File: config.mk
export PLATFORM = sky130hd
export DESIGN_NAME = length_framed_packet_receiver
export DESIGN_NICKNAME = d
export VERILOG_FILES = /design/src/lfpr_pkg.sv /design/src/lfpr_ram.sv /design/src/length_framed_packet_receiver.sv
export SDC_FILE = /design/constraint.sdc
export NUM_CORES = 1
export LEC_CHECK = 0
export ABC_AREA = 1
export BUFFER_PORTS_ARGS = -buffer_cell sky130_fd_sc_hd__buf_2
export CAP_MARGIN = 25
export CORE_ASPECT_RATIO = 0.5
export CORE_MARGIN = 5
export CORE_UTILIZATION = 40
export DETAILED_ROUTE_END_ITERATION = 7
export HOLD_SLACK_MARGIN = 0.03
export PLACE_DENSITY = 0.69
export SYNTH_ARGS = -nofsm -noshare
export SYNTH_HDL_FRONTEND = slang
export SYNTH_SLANG_ARGS = --single-unit
File: constraint.sdc
create_clock -name i_clk -period 3 [get_ports i_clk]
set_input_delay 0.3 -clock i_clk [delete_from_list [all_inputs] [get_ports i_clk]]
set_output_delay 0.3 -clock i_clk [all_outputs]
set_load 0.005 [all_outputs]
File: src/lfpr_pkg.sv
`timescale 1ns / 1ps

package lfpr_pkg;

    // buffer geometry
    localparam int BUFFER_DEPTH = 64;
    localparam int ADDR_W       = $clog2(BUFFER_DEPTH);
    localparam int BYTE_W       = 8;
    localparam int FILL_W       = 6;
    localparam int CMD_W        = 2;

    // command codes
    localparam logic [CMD_W-1:0] CMD_RX    = 2'd0;
    localparam logic [CMD_W-1:0] CMD_POP   = 2'd1;
    localparam logic [CMD_W-1:0] CMD_CLEAR = 2'd2;

    // input item
    typedef struct packed {
        logic [CMD_W-1:0]  command;
        logic [BYTE_W-1:0] rx_byte;
    } t_in_item;

    // result item
    typedef struct packed {
        logic              stored;
        logic [BYTE_W-1:0] read_byte;
        logic              read_valid;
        logic              packet_ready;
        logic              overflowed;
        logic [FILL_W-1:0] fill_level;
    } t_out_item;

endpackage

File: src/lfpr_ram.sv
`timescale 1ns / 1ps

module lfpr_ram #(
    parameter int WIDTH = 8,
    parameter int DEPTH = 64
) (
    input  logic                     i_clk,
    input  logic                     i_we,
    input  logic [$clog2(DEPTH)-1:0] i_waddr,
    input  logic [WIDTH-1:0]         i_wdata,
    input  logic                     i_re,
    input  logic [$clog2(DEPTH)-1:0] i_raddr,
    output logic [WIDTH-1:0]         o_rdata
);

    logic [WIDTH-1:0] r_mem [DEPTH];

    // one write port, one registered read port
    always_ff @(posedge i_clk) begin
        if (i_we) begin
            r_mem[i_waddr] <= i_wdata;
        end
        if (i_re) begin
            o_rdata <= r_mem[i_raddr];
        end
    end

endmodule

File: src/length_framed_packet_receiver.sv
`timescale 1ns / 1ps

// channel   direction  handshake                 payload
// in        input      i_in_valid / o_in_ready   lfpr_pkg::t_in_item
// out       output     o_out_valid / i_out_ready lfpr_pkg::t_out_item
// cfg       input      i_cfg_we                  i_cfg_wdata (start byte)
//
// one item per cycle while the output is not stalled; each result passes through the
// read stage, which waits for the byte store read, and then the output register.
// framing state, pointers and fill count are registers updated as the item is
// taken; the byte store is a one-port-write, one-port-read ram.
// synchronous active-low reset clears control state and flags; store contents
// stay undefined until written.
// a stalled output holds one result in the output register and one in the
// read stage; the input is held off only when both are full.

module length_framed_packet_receiver (
    input  logic                 i_clk,
    input  logic                 i_rst_n,
    input  logic                 i_in_valid,
    output logic                 o_in_ready,
    input  lfpr_pkg::t_in_item   i_in_item,
    output logic                 o_out_valid,
    input  logic                 i_out_ready,
    output lfpr_pkg::t_out_item  o_out_item,
    input  logic                 i_cfg_we,
    input  logic [7:0]           i_cfg_wdata
);

    logic                            r_start_seen, n_start_seen;
    logic                            r_length_seen, n_length_seen;
    logic [lfpr_pkg::BYTE_W-1:0]     r_payload_count, n_payload_count;
    logic [lfpr_pkg::BYTE_W-1:0]     r_packet_length, n_packet_length;
    logic [lfpr_pkg::ADDR_W-1:0]     r_write_ptr, n_write_ptr;
    logic [lfpr_pkg::ADDR_W-1:0]     r_read_ptr, n_read_ptr;
    logic [lfpr_pkg::ADDR_W-1:0]     r_unread, n_unread;
    logic                            r_ready_flag, n_ready_flag;
    logic                            r_overflow_flag, n_overflow_flag;
    logic [lfpr_pkg::BYTE_W-1:0]     r_start_byte;

    logic                            w_accept;
    logic                            w_s1_move;
    logic                            w_store;
    logic                            w_pop;
    logic [lfpr_pkg::BYTE_W-1:0]     w_rdata;

    logic                            r_s1_valid;
    lfpr_pkg::t_out_item             r_s1_item;
    lfpr_pkg::t_out_item             n_out_item;
    logic                            r_out_valid;
    lfpr_pkg::t_out_item             r_out_item;

    localparam logic [lfpr_pkg::ADDR_W-1:0] LAST_ADDR =
        lfpr_pkg::ADDR_W'(lfpr_pkg::BUFFER_DEPTH - 1);

    // handshake
    assign w_s1_move  = r_s1_valid && (!r_out_valid || i_out_ready);
    assign o_in_ready = !r_s1_valid || w_s1_move;
    assign w_accept   = i_in_valid && o_in_ready;

    // start byte register
    always_ff @(posedge i_clk) begin
        if (!i_rst_n) begin
            r_start_byte <= '0;
        end else if (i_cfg_we) begin
            r_start_byte <= i_cfg_wdata;
        end
    end

    // framing, pointer and flag updates for the taken item
    always_comb begin
        n_start_seen    = r_start_seen;
        n_length_seen   = r_length_seen;
        n_payload_count = r_payload_count;
        n_packet_length = r_packet_length;
        n_write_ptr     = r_write_ptr;
        n_read_ptr      = r_read_ptr;
        n_unread        = r_unread;
        n_ready_flag    = r_ready_flag;
        n_overflow_flag = r_overflow_flag;
        w_store         = 1'b0;
        w_pop           = 1'b0;
        if (w_accept) begin
            case (i_in_item.command)
                lfpr_pkg::CMD_RX: begin
                    if (r_length_seen) begin
                        if (r_packet_length >= 8'd2 &&
                            r_payload_count < (r_packet_length - 8'd2)) begin
                            n_payload_count = r_payload_count + 8'd1;
                            w_store         = 1'b1;
                        end else begin
                            // trailing byte closes the packet
                            n_payload_count = '0;
                            n_length_seen   = 1'b0;
                            n_start_seen    = 1'b0;
                            n_ready_flag    = 1'b1;
                        end
                    end else if (r_start_seen) begin
                        n_length_seen   = 1'b1;
                        n_packet_length = i_in_item.rx_byte;
                        w_store         = 1'b1;
                    end
                    // start byte opens a packet, also right after one closes
                    if (!w_store && !n_start_seen &&
                        i_in_item.rx_byte == r_start_byte) begin
                        n_start_seen = 1'b1;
                        w_store      = 1'b1;
                    end
                end
                lfpr_pkg::CMD_POP: begin
                    if (r_unread != '0) begin
                        w_pop      = 1'b1;
                        n_read_ptr = (r_read_ptr == LAST_ADDR) ? '0 :
                                     r_read_ptr + lfpr_pkg::ADDR_W'(1);
                        n_unread   = r_unread - lfpr_pkg::ADDR_W'(1);
                    end
                end
                lfpr_pkg::CMD_CLEAR: begin
                    n_ready_flag    = 1'b0;
                    n_overflow_flag = 1'b0;
                end
                default: begin
                end
            endcase
        end
        // store advances write pointer and fill count
        if (w_store) begin
            n_write_ptr = (r_write_ptr == LAST_ADDR) ? '0 :
                          r_write_ptr + lfpr_pkg::ADDR_W'(1);
            if (r_unread == LAST_ADDR) begin
                n_unread        = '0;
                n_overflow_flag = 1'b1;
            end else begin
                n_unread = r_unread + lfpr_pkg::ADDR_W'(1);
            end
        end
    end

    // control state
    always_ff @(posedge i_clk) begin
        if (!i_rst_n) begin
            r_start_seen    <= 1'b0;
            r_length_seen   <= 1'b0;
            r_payload_count <= '0;
            r_packet_length <= '0;
            r_write_ptr     <= '0;
            r_read_ptr      <= '0;
            r_unread        <= '0;
            r_ready_flag    <= 1'b0;
            r_overflow_flag <= 1'b0;
        end else begin
            r_start_seen    <= n_start_seen;
            r_length_seen   <= n_length_seen;
            r_payload_count <= n_payload_count;
            r_packet_length <= n_packet_length;
            r_write_ptr     <= n_write_ptr;
            r_read_ptr      <= n_read_ptr;
            r_unread        <= n_unread;
            r_ready_flag    <= n_ready_flag;
            r_overflow_flag <= n_overflow_flag;
        end
    end

    // byte store
    lfpr_ram #(
        .WIDTH (lfpr_pkg::BYTE_W),
        .DEPTH (lfpr_pkg::BUFFER_DEPTH)
    ) u_store (
        .i_clk   (i_clk),
        .i_we    (w_store),
        .i_waddr (r_write_ptr),
        .i_wdata (i_in_item.rx_byte),
        .i_re    (w_pop),
        .i_raddr (r_read_ptr),
        .o_rdata (w_rdata)
    );

    // read stage: waits for the store read data
    always_ff @(posedge i_clk) begin
        if (!i_rst_n) begin
            r_s1_valid <= 1'b0;
        end else if (w_accept) begin
            r_s1_valid <= 1'b1;
        end else if (w_s1_move) begin
            r_s1_valid <= 1'b0;
        end
    end

    always_ff @(posedge i_clk) begin
        if (w_accept) begin
            r_s1_item.stored       <= w_store;
            r_s1_item.read_byte    <= '0;
            r_s1_item.read_valid   <= w_pop;
            r_s1_item.packet_ready <= n_ready_flag;
            r_s1_item.overflowed   <= n_overflow_flag;
            r_s1_item.fill_level   <= lfpr_pkg::FILL_W'(n_unread);
        end
    end

    // merge popped byte into the result
    always_comb begin
        n_out_item = r_s1_item;
        n_out_item.read_byte = r_s1_item.read_valid ? w_rdata : '0;
    end

    // output register
    always_ff @(posedge i_clk) begin
        if (!i_rst_n) begin
            r_out_valid <= 1'b0;
        end else if (w_s1_move) begin
            r_out_valid <= 1'b1;
        end else if (i_out_ready) begin
            r_out_valid <= 1'b0;
        end
    end

    always_ff @(posedge i_clk) begin
        if (w_s1_move) begin
            r_out_item <= n_out_item;
        end
    end

    assign o_out_valid = r_out_valid;
    assign o_out_item  = r_out_item;

endmodule

==> summary.md, run 1 <==
| Metric | Value |
|---|---|
| Status | `finished clean` |
| I/O pin count | `43` |
| Most common cell after layout, fill and taps aside | `edfxtp_1` |
| Crit. End Element | `flop` |
| Antenna fix cells | `0` |
| Async SR Flop Fraction | `0%` |
| Worst hold slack | `0.0801 ns` |
| Die H | `185 µm` |
| Clk slew on worst S/H paths | `0.06 ns` |
| Clock Tree Root | `clkbuf_16` |
| CP Launch Point | `r_packet_length[1]` |
| Area grow syn2layout | `15.9%` |
| Max_cap viols | `0` |
| CORE AREA | `60700 µm²` |
| Num CTS Buffers | `55` |
| Worst EP arrival | `3.28 ns` |
| Pre-antenna DRT Iters | `7` |
| Max Slew Vio Count | `0` |
| Mapped Cells | `2065` |
| Die W | `359 µm` |
| Drt via density | `5.42` |
| IO Port Bufs | `42` |
| Place WS | `-0.0456 ns` |
| Worst hold path class | `in -> reg` |
| Synth cell types | `37` |
| Final Hold Vio Count | `0` |
| Max VDD drop | `0.000481 V` |
| Routed Antenna Nets | `0` |
| RSZ-0062 raised after global routing | `yes` |
| Post-Syn Area | `24400 µm²` |
| Tot GR Track Use | `18.3%` |
| H-Tree Depth | `2` |
| Latest clock arrival within the worst-skew pair | `0.61 ns` |
| GP Congestion | `0.878` |
| PwrDens | `573 nW/µm²` |
| Drt wl/cell | `20.5 µm` |
| Highest Clock Rate | `0.336 GHz` |
| HP Start | `i_cfg_we` |
| Combinational share of power | `2.1%` |
| Post-DP HPWL | `37900 µm` |
| Internal power | `0.0130 W` |
| Nets | `2216` |
| Worst slew pin tran | `0.991 ns` |
| M3 GR Usage | `3.74%` |
| Final WL | `62500 µm` |
| Die ar. | `66300 µm²` |
| Register area share after synthesis | `71.4%` |
| Flop pwr share | `56.1%` |
| Avg Cell Area, Syn | `11.8 µm²` |
| Number of enable flip-flop cells after synthesis | `548` |
| R2r setup slk | `0.03 ns` |
| Most frequent cells in the layout | `edfxtp_1 (548), nor2_1 (397), o21ai_0 (258)` |
| Post-Synthesis Net Count | `2102` |
| Worst reg-to-reg path cell count | `16` |
| Number of global-route vias before repair | `16000` |
| Worst R2R End | `u_store.r_mem[61][4]` |
| CP Launch Type | `flop` |
| Switching Share | `19.8%` |
| Met1 Use GR | `24.0%` |
| Critical path fanouts, max | `8` |
| Gr ovfl total | `0` |
| Grt met2 use | `30.9%` |
| CTS Buffer Depth | `3` |
| Period Utilization, post-route | `99.2%` |
| Most used flip-flop cell after synthesis | `edfxtp_1` |
| Clock Sink Count | `596` |
| WP data required | `3.31 ns` |
| Largest net degree at the start of global routing | `161` |
| Switching pwr | `0.00321 W` |
| Synth top area share | `67.5%` |
| Vias post-DR | `16500` |
| First DRT Iteration DRCs | `2213` |
| Clock skew | `0.0414 ns` |
| Flops & latches, synth | `596` |
| Initial Util | `40.2%` |
| Static leakage power | `9.67 nW` |
| Max_slew headroom | `33.9%` |
| Filler Cell Count | `5364` |
| Initial antenna violation count | `2` |
| Shortest period the worst path allows | `2.97 ns` |
| Synth warnings | `0` |
| Worst setup margin | `0.0254 ns` |
| Most Crowded Layer GR | `met2` |
| CTS tree | `built` |
| Final setup vio count | `0` |
| Reg-to-Reg Start | `r_packet_length[1]` |
| Hold-critical path depth | `3` |
| Setup CP Type | `reg -> reg` |
| Cell taking the most area after synthesis | `edfxtp_1` |
| Layout cells sized above 1 | `14.2%` |
| First-pass GRT wire length | `93000 µm` |
| DRC violations left | `0` |
| Site Rows | `64` |
| Synth area leaders | `edfxtp_1 (67%), nor2_1 (6.8%), o21ai_0 (5.3%)` |
| Hold EP | `r_start_byte[7]` |
| Clk network pwr share | `41.8%` |
## flip-flops by register name (all words and copies together) (netlist names)
register / flops
n_out_item: 10
r_packet_length: 8
o_out_valid: 1
r_length_seen: 1
r_payload_count: 8
u_store.o_rdata: 8
r_write_ptr: 6
u_store.r_mem: 512
r_start_seen: 1
o_out_item: 18
r_read_ptr: 6
r_unread: 6
r_s1_valid: 1
r_overflow_flag: 1
r_ready_flag: 1
r_start_byte: 8
## metrics by stage
stage                     std cells  util (%)  total power, W  setup TNS, ns  cell area (µm²)
after floorplan                2065         -         0.00936              0            24400
after global routing           3051      46.6          0.0167         -16.53            28300
after CTS                      3048      45.9          0.0163         -0.344            27900
after detailed placement       2935      42.9         0.00960          -3.91            26000
after global placement         2935      42.9         0.00960              0            26000
final                          3051      46.6          0.0162              0            28300
## how the worst max path moves through the flow
stage / to / slack (ns) / cells after the start
CTS: u_store.r_mem[45][3] / -0.02 / 18
detailed placement: u_store.r_mem[57][7] / -0.05 / 16
floorplan: u_store.r_mem[33][0] / 0.12 / 15
finish: u_store.r_mem[61][4] / 0.03 / 16
global placement: u_store.r_mem[21][2] / 0.01 / 16
global route: u_store.r_mem[62][1] / -0.09 / 16
## cell usage after synthesis (14+ instances only)
cell type	n
o211ai_1	62
o21ai_1	27
inv_1	73
buf_2	47
xnor2_1	14
buf_4	14
ha_1	14
nand3_1	97
dfxtp_1	48
clkbuf_1	47
edfxtp_1	548
nor2_1	440
o21ai_0	258
o22ai_1	56
a21oi_1	51
nand2_1	194
## cell type report
class / instances / area [µm²] / share of cell area, %
Sequential cell: 596 / 17400 / 61.7
Multi-Input combinational cell: 1272 / 6340 / 22.4
Timing Repair Buffer: 173 / 1400 / 4.94
Clock inverter: 25 / 205 / 0.726
Tap cell: 825 / 1030 / 3.65
Clock buffer: 79 / 1550 / 5.48
Inverter: 81 / 317 / 1.12
## critical path, stage by stage, from the launching register on
cell and delay (ns):
dfxtp_2 0.32, inv_2 0.08, ha_4 0.15, nand3_4 0.10, nor3_4 0.19, xor2_1 0.17, ha_1 0.28, a21oi_2 0.16
nand2_1 0.09, nor2_2 0.15, nand3_2 0.12, nand3_4 0.11, nand2_2 0.10, inv_8 0.17, nand2_8 0.15, nor2_1 0.15
buf_4 0.19
## repair_timing
action                     4_1_cts  5_1_grt
hold buffers                     9        0
setup endpoints to repair      161      512
setup buffers                    0        3
hold endpoints to repair         9        0
resized for setup                3      104
pin swaps                        0        6
## cell families after synthesis
| family | synth area share (%) |
|---|---|
| fa+ha+maj | 0.718 |
| xor+xnor | 0.862 |
| simple gates | 13.0 |
| buf+inv | 3.62 |
| flops | 71.4 |
| compound gates | 10.4 |
## power groups by stage
stage	clock network (W)	logic [W]	registers [W]
global placement	0	0.000324	0.00927
floorplan	0	0.0000892	0.00927
detailed placement	0	0.000325	0.00927
CTS	0.00687	0.000335	0.00910
finish	0.00678	0.000334	0.00909
global route	0.00722	0.000359	0.00909
## routing by layer
metal	up-vias	part of all wire [%]
met5	-	0.029
met4	2	2.7
met3	125	8.8
met2	825	48
met1	7965	40
li1	7614	-
Note: power is estimated with default switching activity, not from simulation.
==> run 2, diff against run 1 <==
==> constraint.sdc (replaced) <==
create_clock -name i_clk -period 2.65 [get_ports i_clk]
set_input_delay 0.265 -clock i_clk [delete_from_list [all_inputs] [get_ports i_clk]]
set_output_delay 0.265 -clock i_clk [all_outputs]
set_load 0.005 [all_outputs]
==> run 2 against run 1 <==
The run now ends with negative setup slack left; sequential power is 13% higher; critical path depth is 2 higher; cell count is 0.69% higher.
==> summary.md, run 2 (synthesis gave the netlist of run 1 again) <==
| Metric | Value |
|---|---|
| Num CTS Buffers | `55 (unchanged)` |
| Clock Tree Root | `clkbuf_16` |
| Worst EP arrival | `3.11 ns (-0.17 ns)` |
| GP Congestion | `0.908 (+3.3%)` |
| Pre-antenna DRT Iters | `6 (-1)` |
| Number of global-route vias before repair | `16100 (+1.1%)` |
| WP data required | `2.95 ns (-0.36 ns)` |
| H-Tree Depth | `2 (unchanged)` |
| Tot GR Track Use | `18.9% (+0.63 points)` |
| Hold-critical path depth | `3 (unchanged)` |
| Worst setup margin | `-0.168 ns (-0.193 ns)` |
| Drt via density | `5.49 (+1.3%)` |
| Clock skew | `0.0191 ns (-0.0223 ns)` |
| Worst reg-to-reg path cell count | `18 (+2)` |
| Worst slew pin tran | `1.00 ns (+0.00978 ns)` |
| Antenna fix cells | `0 (unchanged)` |
| I/O pin count | `43 (unchanged)` |
| CP max stage delay | `0.32 ns (about the same)` |
| TNS Setup | `-55.17 ns (-55.17 ns)` |
| Die ar. | `66300 µm² (unchanged)` |
| Clock Sink Count | `596 (unchanged)` |
| Max Slew Vio Count | `0 (unchanged)` |
| IO Port Bufs | `42 (unchanged)` |
| Post-DP HPWL | `39700 µm (+4.9%)` |
| First-pass GRT wire length | `96300 µm (+3.6%)` |
| CP delay by family, top | `simple AND/OR/NAND/NOR gates` |
| Site Rows | `64 (unchanged)` |
| Worst hold slack | `0.0497 ns (-0.0304 ns)` |
| Gr ovfl total | `0 (unchanged)` |
| Final WL | `64300 µm (+2.9%)` |
| Critical path buffer and inverter count | `5 (+2)` |
| Nets | `2239 (+1.0%)` |
| Die H | `185 µm (unchanged)` |
| Final setup vio count | `512 (+512)` |
| Most common cell after layout, fill and taps aside | `edfxtp_1` |
| Slowest CP cell | `dfxtp_2` |
| Worst R2R End | `u_store.r_mem[56][2]` |
| Largest net degree at the start of global routing | `129 (-20%)` |
| Status | `finished with violations` |
| HP Start | `i_cfg_we` |
| Static leakage power | `9.88 nW (+2.1%)` |
| Shortest period the worst path allows | `2.82 ns (-0.157 ns)` |
| Worst hold path class | `in -> reg` |
| Layout cells sized above 1 | `16.3% (+2.0 points)` |
| R2r setup slk | `-0.17 ns (-0.19 ns)` |
| DRC violations left | `0 (unchanged)` |
| Max VDD drop | `0.000475 V (-1.2%)` |
| Reg area | `17400 µm² (unchanged)` |
| Clk slew on worst S/H paths | `0.07 ns (about the same)` |
| Top reg by flops | `u_store.r_mem` |
| CP Launch Type | `flop` |
| Latest clock arrival within the worst-skew pair | `0.59 ns (-0.02 ns)` |
| Max_slew headroom | `33.3% (-0.65 points)` |
| Drt wl/cell | `20.9 µm (+2.2%)` |
| CP Cell Sequence | `inv_2, ha_4, nand3_4, buf_4, xor2_1, ha_1, nand2_1, nand2_1, nand3_1, nand2_1, nor2_2, nand3_2, nand3_4, buf_6, nand4_1, buf_6, nor2_4, buf_6` |
| Initial antenna violation count | `2 (unchanged)` |
| Final Hold Vio Count | `0 (unchanged)` |
| First DRT Iteration DRCs | `2055 (-7.1%)` |
| Vias post-DR | `16900 (+2.0%)` |
| Hold EP | `r_start_byte[0]` |
| Period Utilization, post-route | `106% (+7.2 points)` |
| RSZ-0062 raised after global routing | `yes` |
| Largest register FFs | `512 (unchanged)` |
| Area grow syn2layout | `18.5%` |
| Critical path fanouts, max | `8 (unchanged)` |
| Highest Clock Rate | `0.355 GHz (+5.6%)` |
| Multi-input gate area | `6420 µm² (+1.3%)` |
| Filler Cell Count | `5327 (-0.69%)` |
| CTS Buffer Depth | `3 (unchanged)` |
| PwrDens | `660 nW/µm² (+15%)` |
| Die W | `359 µm (unchanged)` |
| Violated checks | `negative setup slack` |
| Most frequent cells in the layout | `edfxtp_1 (548), nor2_1 (380), o21ai_0 (258)` |
| Initial Util | `40.2% (unchanged)` |
| Reg-to-Reg Start | `r_packet_length[2]` |
| Routed Antenna Nets | `0 (unchanged)` |
| Max_cap viols | `0 (unchanged)` |
| Crit. End Element | `flop` |
| CTS tree | `built` |
| Setup CP Type | `reg -> reg` |
| CORE AREA | `60700 µm² (unchanged)` |
-- run 2: changes by cell type in the layout (fill, tap and decap cells not counted), sizes merged --
cell / change
clkinvlp: +7
bufinv: +8
clkbuf: -15
buf: +23
clkinv: -2
-- run 2: how the worst max path moves through the flow --
stage | start | to | depth (start not counted)
after CTS | r_packet_length[1] | u_store.r_mem[56][0] | 16
after detailed placement | r_packet_length[2] | u_store.r_mem[28][6] | 16
after global routing | r_packet_length[2] | u_store.r_mem[56][0] | 16
after global placement | r_packet_length[2] | u_store.r_mem[48][4] | 18
final | r_packet_length[2] | u_store.r_mem[56][2] | 18
after floorplan | r_packet_length[1] | u_store.r_mem[0][0] | 13
-- run 2: area by class of cell --
| cell class | instances | share of cell area, % |
|---|---|---|
| Multi-Input combinational cell | 1272 | 22.2 |
| Tap cell | 825 | 3.57 |
| Sequential cell | 596 | 60.3 |
| Timing Repair Buffer | 196 | 6.18 |
| Clock buffer | 64 | 4.88 |
| Clock inverter | 38 | 1.72 |
| Inverter | 81 | 1.09 |
-- run 2: tightest hold or removal path, stage by stage --
cell,delay (ns)
buf_2,0.16
o21ai_0,0.10
nor2_1,0.07
-- run 2: through the flow --
step                      cell area (µm²)  cells  worst slack [ns]  util (%)  total power (W)
after detailed placement            26400   2955            -0.260      43.5           0.0109
after global placement              26400   2955            -0.202      43.5           0.0109
after CTS                           28700   3070            -0.253      47.3           0.0191
after global routing                28900   3072            -0.341      47.6           0.0196
final                               28900   3072            -0.168      47.6           0.0191
after floorplan                     24500   2065           -0.0405         -           0.0106
-- run 2: timing repair --
item | 4_1_cts | 5_1_grt
gates resized for setup | 72 | 37
endpoints found under the setup margin | 512 | 525
setup buffers | 4 | 2
pin swaps | 11 | 6
hold buffers | 9 | 0
endpoints found under the hold margin | 10 | 0
-- run 2: routing by layer --
metal / track usage, % / routed length [µm] / part of all wire (%) / vias to the layer above
met5: 0 / 14 / 0.022 / -
met4: 6.25 / 2020 / 3.1 / 2
met3: 3.75 / 6350 / 9.9 / 139
met2: 31.0 / 29800 / 46 / 906
met1: 25.5 / 26100 / 41 / 8154
li1: - / - / - / 7658
-- run 2: report_power, final --
part / switching, W / internal [W]
registers: 0.0000155 / 0.0103
clock network: 0.00345 / 0.00490
logic: 0.000319 / 0.0000866
total: 0.00378 / 0.0153
